**src/sv/qvr_isqrt.sv**
```systemverilog
// Pipelined integer square root, one root bit per register stage.
module qvr_isqrt #(
    parameter int LW = 25,
    parameter int SW = 1
) (
    input  logic              i_clk,
    input  logic              i_rst_n,
    input  logic              i_en,
    input  logic              i_v,
    input  logic [2*LW-1:0]   i_rad,
    input  logic [SW-1:0]     i_side,
    output logic              o_v,
    output logic [LW-1:0]     o_root,
    output logic [SW-1:0]     o_side
);
    localparam int RADW = 2 * LW;
    localparam int RMW  = LW + 2;

    logic            r_v    [LW];
    logic [RADW-1:0] r_rad  [LW];
    logic [LW-1:0]   r_res  [LW];
    logic [RMW-1:0]  r_rem  [LW];
    logic [SW-1:0]   r_side [LW];

    genvar k;
    for (k = 0; k < LW; k++) begin : g_step
        logic            p_v;
        logic [RADW-1:0] p_rad;
        logic [LW-1:0]   p_res;
        logic [RMW-1:0]  p_rem;
        logic [SW-1:0]   p_side;
        logic [RMW+1:0]  cur;
        logic [RMW+1:0]  trial;
        logic [RMW+1:0]  diff;
        logic [RMW-1:0]  n_rem;
        logic [LW-1:0]   n_res;

        if (k == 0) begin : g_first
            assign p_v    = i_v;
            assign p_rad  = i_rad;
            assign p_res  = '0;
            assign p_rem  = '0;
            assign p_side = i_side;
        end else begin : g_next
            assign p_v    = r_v[k-1];
            assign p_rad  = r_rad[k-1];
            assign p_res  = r_res[k-1];
            assign p_rem  = r_rem[k-1];
            assign p_side = r_side[k-1];
        end

        always_comb begin
            cur   = {p_rem, p_rad[RADW-1 -: 2]};
            trial = {2'b00, p_res, 2'b01};
            diff  = cur - trial;
            if (cur >= trial) begin
                n_rem = diff[RMW-1:0];
                n_res = {p_res[LW-2:0], 1'b1};
            end else begin
                n_rem = cur[RMW-1:0];
                n_res = {p_res[LW-2:0], 1'b0};
            end
        end

        always_ff @(posedge i_clk) begin
            if (!i_rst_n) begin
                r_v[k] <= 1'b0;
            end else if (i_en) begin
                r_v[k] <= p_v;
            end
        end

        always_ff @(posedge i_clk) begin
            if (i_en) begin
                r_rad[k]  <= p_rad << 2;
                r_res[k]  <= n_res;
                r_rem[k]  <= n_rem;
                r_side[k] <= p_side;
            end
        end
    end

    assign o_v    = r_v[LW-1];
    assign o_root = r_res[LW-1];
    assign o_side = r_side[LW-1];

endmodule

```
**config.mk**
```make
export PLATFORM = sky130hd
export DESIGN_NAME = qvr_isqrt
export DESIGN_NICKNAME = d
export VERILOG_FILES = /design/src/sv/qvr_isqrt.sv
export SDC_FILE = /design/constraint.sdc
export NUM_CORES = 2
export LEC_CHECK = 0
export CAP_MARGIN = 30
export CORE_ASPECT_RATIO = 0.6
export CORE_MARGIN = 10
export CORE_UTILIZATION = 40
export DETAILED_ROUTE_END_ITERATION = 10
export DONT_BUFFER_PORTS = 1
export GPL_ROUTABILITY_DRIVEN = 0
export GPL_TIMING_DRIVEN = 0
export PLACE_DENSITY = 0.64
export SLEW_MARGIN = 20
export SYNTH_ARGS = -nofsm -noshare
export SYNTH_HDL_FRONTEND = slang
export SYNTH_SLANG_ARGS = --single-unit
export TNS_END_PERCENT = 20
```
**constraint.sdc**
```tcl
create_clock -name i_clk -period 5.67 [get_ports i_clk]
set_clock_uncertainty 0.15 [all_clocks]
set_input_delay 1.701 -clock i_clk [delete_from_list [all_inputs] [get_ports i_clk]]
set_output_delay 1.701 -clock i_clk [all_outputs]
set_load 0.01 [all_outputs]
```
## Yosys cells after proc, flatten, opt, wreduce, memory -nomap -nowiden

Memories as Yosys holds them, arrays and structs flattened.
Index checks and enable logic that the tools add are counted.

- Add/subtract/negate cells: 25
- $lt $le $gt $ge: 25
- Mux-type cells: 80
- Bitwise gates (word level): 25

Operators by type and width:

| cell | number |
|---|---|
| 29-bit by 27-bit greater-or-equal comparator with 1-bit output | 24 |
| 27-bit 2-to-1 mux | 25 |
| 27-bit subtractor | 24 |
| 1-bit 2-to-1 mux | 55 |
| 1-bit bitwise OR | 25 |
| 2-bit by 1-bit subtractor with 3-bit output, second input constant | 1 |
| 2-bit by 1-bit greater-or-equal comparator with 1-bit output, second input constant | 1 |

- Bits in registers: 0
- Bits in writable memories: 2550
- Input bits: 55
- Output and inout bits: 27
- Memories kept: 5

Memories:

| memory | words | width | rd ports | clocked after Yosys merged registers in | wr ports | RTL line | RTL |
|---|---|---|---|---|---|---|---|
| r_rad | 25 | 48 | 24 | 0 | 25 | 20 | `logic [RADW-1:0] r_rad [LW];` |
| r_rem | 25 | 27 | 24 | 0 | 25 | 22 | `logic [RMW-1:0] r_rem [LW];` |
| r_res | 25 | 25 | 25 | 0 | 25 | 21 | `logic [LW-1:0] r_res [LW];` |
| r_side | 25 | 1 | 25 | 0 | 25 | 23 | `logic [SW-1:0] r_side [LW];` |
| r_v | 25 | 1 | 25 | 0 | 25 | 19 | `logic r_v [LW];` |

## Logic depth before layout (Yosys ltp)

- Depth in word-level cells: 4
- Mapped depth: 14

## Worst setup path before layout

No wires, ideal clock.

- Path type: register to register
- From: mem r_rem[2][100] (netlist bit)
- To: mem r_rem[2][112] (netlist bit), data pin
- Arrival time: 3.201 ns
- Data required time: 5.260 ns
- Setup slack: 2.059 ns
- Cell stages (with the launch flop): 11
- Period minus slack after synthesis: 3.611 ns
- Cell sequence: edfxtp_1 -> ha_1 -> or3_1 -> or4_1 -> a31oi_1 -> or3b_2 -> clkbuf_1 -> o32a_1 -> o21ai_1 -> buf_2 -> mux2_2

RTL lines:

| what | RTL line |
|---|---|
| start, declared | 22 |

==> results.txt <==
clk root buf - sky130_fd_sc_hd__clkbuf_16
mean instance size in the synthesized netlist - 12.99 um2
Worst Setup Path Type - flip-flop to flip-flop
FFs w/ async S/R, synth - 0%
portion of total power attributed to the clock network - 33.5%
headroom to the max-slew limit - 22.07%
critical path fanouts, max - 10
data required time at the worst endpoint - 6.01 ns
Final #Nets - 6,268
simple-gate area share of the yosys netlist - 10.30%
maximum clock insertion buffer count - 4
global-route wire length before repair - 240,500 um
number of search-and-repair iterations in the first detailed-routing pass - 7
data arrival time of the worst path - 5.51 ns
multiplexer share of the synthesized area - 0.8347%
Final Hold Violating Endpoints - 0
count of buffers inserted at the top-level ports - 0
final number of max-transition violations - 0
via count of the first global-routing pass - 42.69k
Compound-Gate Fraction of Synth Area - 9.607%
average via count per standard cell - 5.350
number of buffers added for setup after CTS - 0
CTS Hold Bufs - 0
number of vias in the routed layout - 45.17k
initial antenna violation count - 2
number of DRC markers in iteration 0 - 5,415
pwr dens - 388.2 mW/mm2
placeable core area - 0.1823 mm2
TritonCTS clock tree - yes
CTS H-tree depth - 4
internal power - 23.19 mW
insertion delay of the later-clocked pin in the worst-skew pair - 0.82 ns
fraction of layout instances using a drive strength above 1 - 6.318%
number of sinks on the clock net - 1,586
final standard cell utilization of the core - 45.21%
dominant synthesized flop cell - sky130_fd_sc_hd__edfxtp_1
register bit count reported by yosys - 1,586
number of ports placed on the die boundary - 82
Hold Path Stages - 0
worst slew pin tran - 1.154 ns
total global routing track utilization - 14.47%
sequential fraction of the synthesis area - 64.56%
crit path time final - 5.167 ns
xor/xnor cell area share of the yosys netlist - 5.855%
Worst path slowest cell - sky130_fd_sc_hd__a211oi_1
share of power burned in registers - 48.6%
kind of start point of the critical path - flip-flop
switching part of the total - 27.51%
Worst setup EP type - flip-flop
Net Switching - 8.803 mW
Placement Setup Slack - 0.4757 ns
cells after synthesis - 5,679
Final ANT Viol Nets - 0
starting density of the core - 40.46%
largest family of logic cells by synthesized area - simple AND/OR/NAND/NOR gates
largest net degree at the start of global routing - 206
worst vdd rail ir drop - 0.2178 mV
classification of the worst-slack hold path - flip-flop to flip-flop
worst reg-to-reg path cell count - 11
diode count - 0
period utilisation layout - 91.13%
Site Rows - 121
leakage dissipation - 31.17 nW
status - finished clean
placed wire-length estimate after detailed placement - 108,700 um
post-DR wirelength/cell - 18.12 um
number of distinct library cell variants in the gate-level netlist after synthesis - 87
Synthesized Nets - 6,086
Yosys warning count - 0
most common library cell in the layout ignoring fill and taps - sky130_fd_sc_hd__edfxtp_1
post-CTS resize count - 0
Fin Hold WS - 0.2195 ns
leftover overflow at the end of global routing - 0
highest cell delay on the worst timing path - 0.68 ns
Area growth, synth to finish - 11.74%
Adder-Cell Fraction of Synth Area - 5.972%
combined area of all synthesized cells - 0.07375 mm2
FILL cells - 16.31k
chain of cells forming the critical path - inv_1, ha_1, nor3_1, a211oi_1, a2111oi_1, nor3_1, o21ai_0, nand3_1, clkbuf_1, clkbuf_1, a21oi_1
power share of the combinational group - 17.8%
Max Fclk - 0.1935 GHz
power consumption - 32.00 mW
TritonCTS Buffers - 163
Post-route DRC - 0
worst setup slack after layout - 0.5028 ns
number of flops mapped to enable cells by yosys - 1,585
Final setup viols - 0
DRT Wirelength - 153,000 um
die span in y - 352.6 um
unrepaired setup endpoints after global routing - no
horizontal die dimension - 574.4 um
top library cells by usage in the layout, fill and taps aside - sky130_fd_sc_hd__edfxtp_1 (1,585), sky130_fd_sc_hd__inv_1 (443), sky130_fd_sc_hd__nor2_1 (369), sky130_fd_sc_hd__a21oi_1 (355), sky130_fd_sc_hd__ha_1 (352)
Fin Setup TNS - 0 ns
CTS clk-pin slew, worst paths - 0.06 ns
max-cap violation count - 0
Die Area - 0.2025 mm2
cells in the mapped netlist (all sizes together) (8+ instances only):
cell	count	area share (%)
edfxtp	1585	65
inv	443	2.3
nor2	369	1.9
a21oi	355	2.4
ha	352	6.0
nand2	343	1.7
o21ai	259	1.8
xor2	254	3.0
xnor2	239	2.8
a21o	151	1.5
nor3	143	0.97
nand3	110	0.75
clkbuf	108	0.55
nor4	91	0.77
or3	66	0.57
o21a	62	0.63
nand2b	58	0.49
nand4	56	0.48
and3	53	0.45
nor2b	52	0.44
mux2	44	0.67
or4	36	0.37
a31oi	34	0.29
o31ai	33	0.34
or2	33	0.28
a211oi	31	0.32
o21bai	23	0.23
a31o	18	0.21
and2	18	0.15
nor4b	17	0.21
o211ai	16	0.16
a21boi	15	0.15
nand3b	15	0.16
nor3b	15	0.17
mux2i	12	0.16
o311ai	12	0.15
a2111oi	11	0.14
a211o	11	0.13
o2111ai	11	0.13
buf	10	0.059
and4	9	0.11
nand4b	9	0.11
o41ai	9	0.13
o31a	8	0.095
routing by layer:
layer,vias up,part of all wire [%],track usage (%)
met5,-,0,0
li1,21520,-,-
met1,21810,51,23.41
met2,1607,38,18.62
met4,0,1.9,3.081
met3,231,9.6,4.218
stage by stage:
| step | cells | cell area (um2) |
|---|---|---|
| global placement | 8139 | 76830 |
| global route | 8443 | 82420 |
| floorplan | 5679 | 73750 |
| finish | 8443 | 82420 |
| CTS | 8437 | 82370 |
| detailed placement | 8150 | 77110 |
cell type report:
class | instances | area, um2 | area share, %
Clock inverter | 103 | 1040 | 1.262
Timing Repair Buffer | 17 | 301.5 | 0.3659
Multi-Input combinational cell | 3532 | 24050 | 29.18
Clock buffer | 184 | 4222 | 5.122
Buffer | 118 | 449.2 | 0.5450
Sequential cell | 1586 | 47620 | 57.78
Tap cell | 2460 | 3078 | 3.735
Inverter | 443 | 1663 | 2.018
critical path: cells and delay by family, from the launching register on:
kind / cells / cell delay, ns
compound gates: 4 / 1.52
fa+ha+maj: 1 / 0.42
buf+inv: 3 / 1.31
flops: 1 / 0.38
simple gates: 3 / 1.06
worst paths after layout:
check / start / to / slack (ns)
worst max-delay path: r_res[1][151] / r_rem[2][208] / 0.50
worst max register to register: r_res[1][151] / r_rem[2][208] / 0.50
worst min register to register: r_rad[0][181] / r_rad[0][231] / 0.22
worst min-delay path: r_rad[0][181] / r_rad[0][231] / 0.22
power by group through the flow:
stage	clock network (mW)	logic (mW)	registers, mW
after floorplan	0	4.14	15.4
after global placement	0	5.17	15.8
after detailed placement	0	5.56	15.8
after CTS	11.1	5.60	15.5
after global routing	11.6	6.34	15.7
final	10.7	5.71	15.6
cell families after synthesis:
logic type,Yosys count
buffers and inverters,561
adder cells (fa/ha/maj),352
other,1
AO/OA/AOI/OAI,1121
multiplexers,56
flip-flops,1586
AND/OR/NAND/NOR,1509
XOR/XNOR,493
flip-flops by register name (all words and copies together) (netlist names):
name    count
r_rad     600
r_v        25
r_side     25
r_rem     611
r_res     325
(Power assumes the default switching activity.)
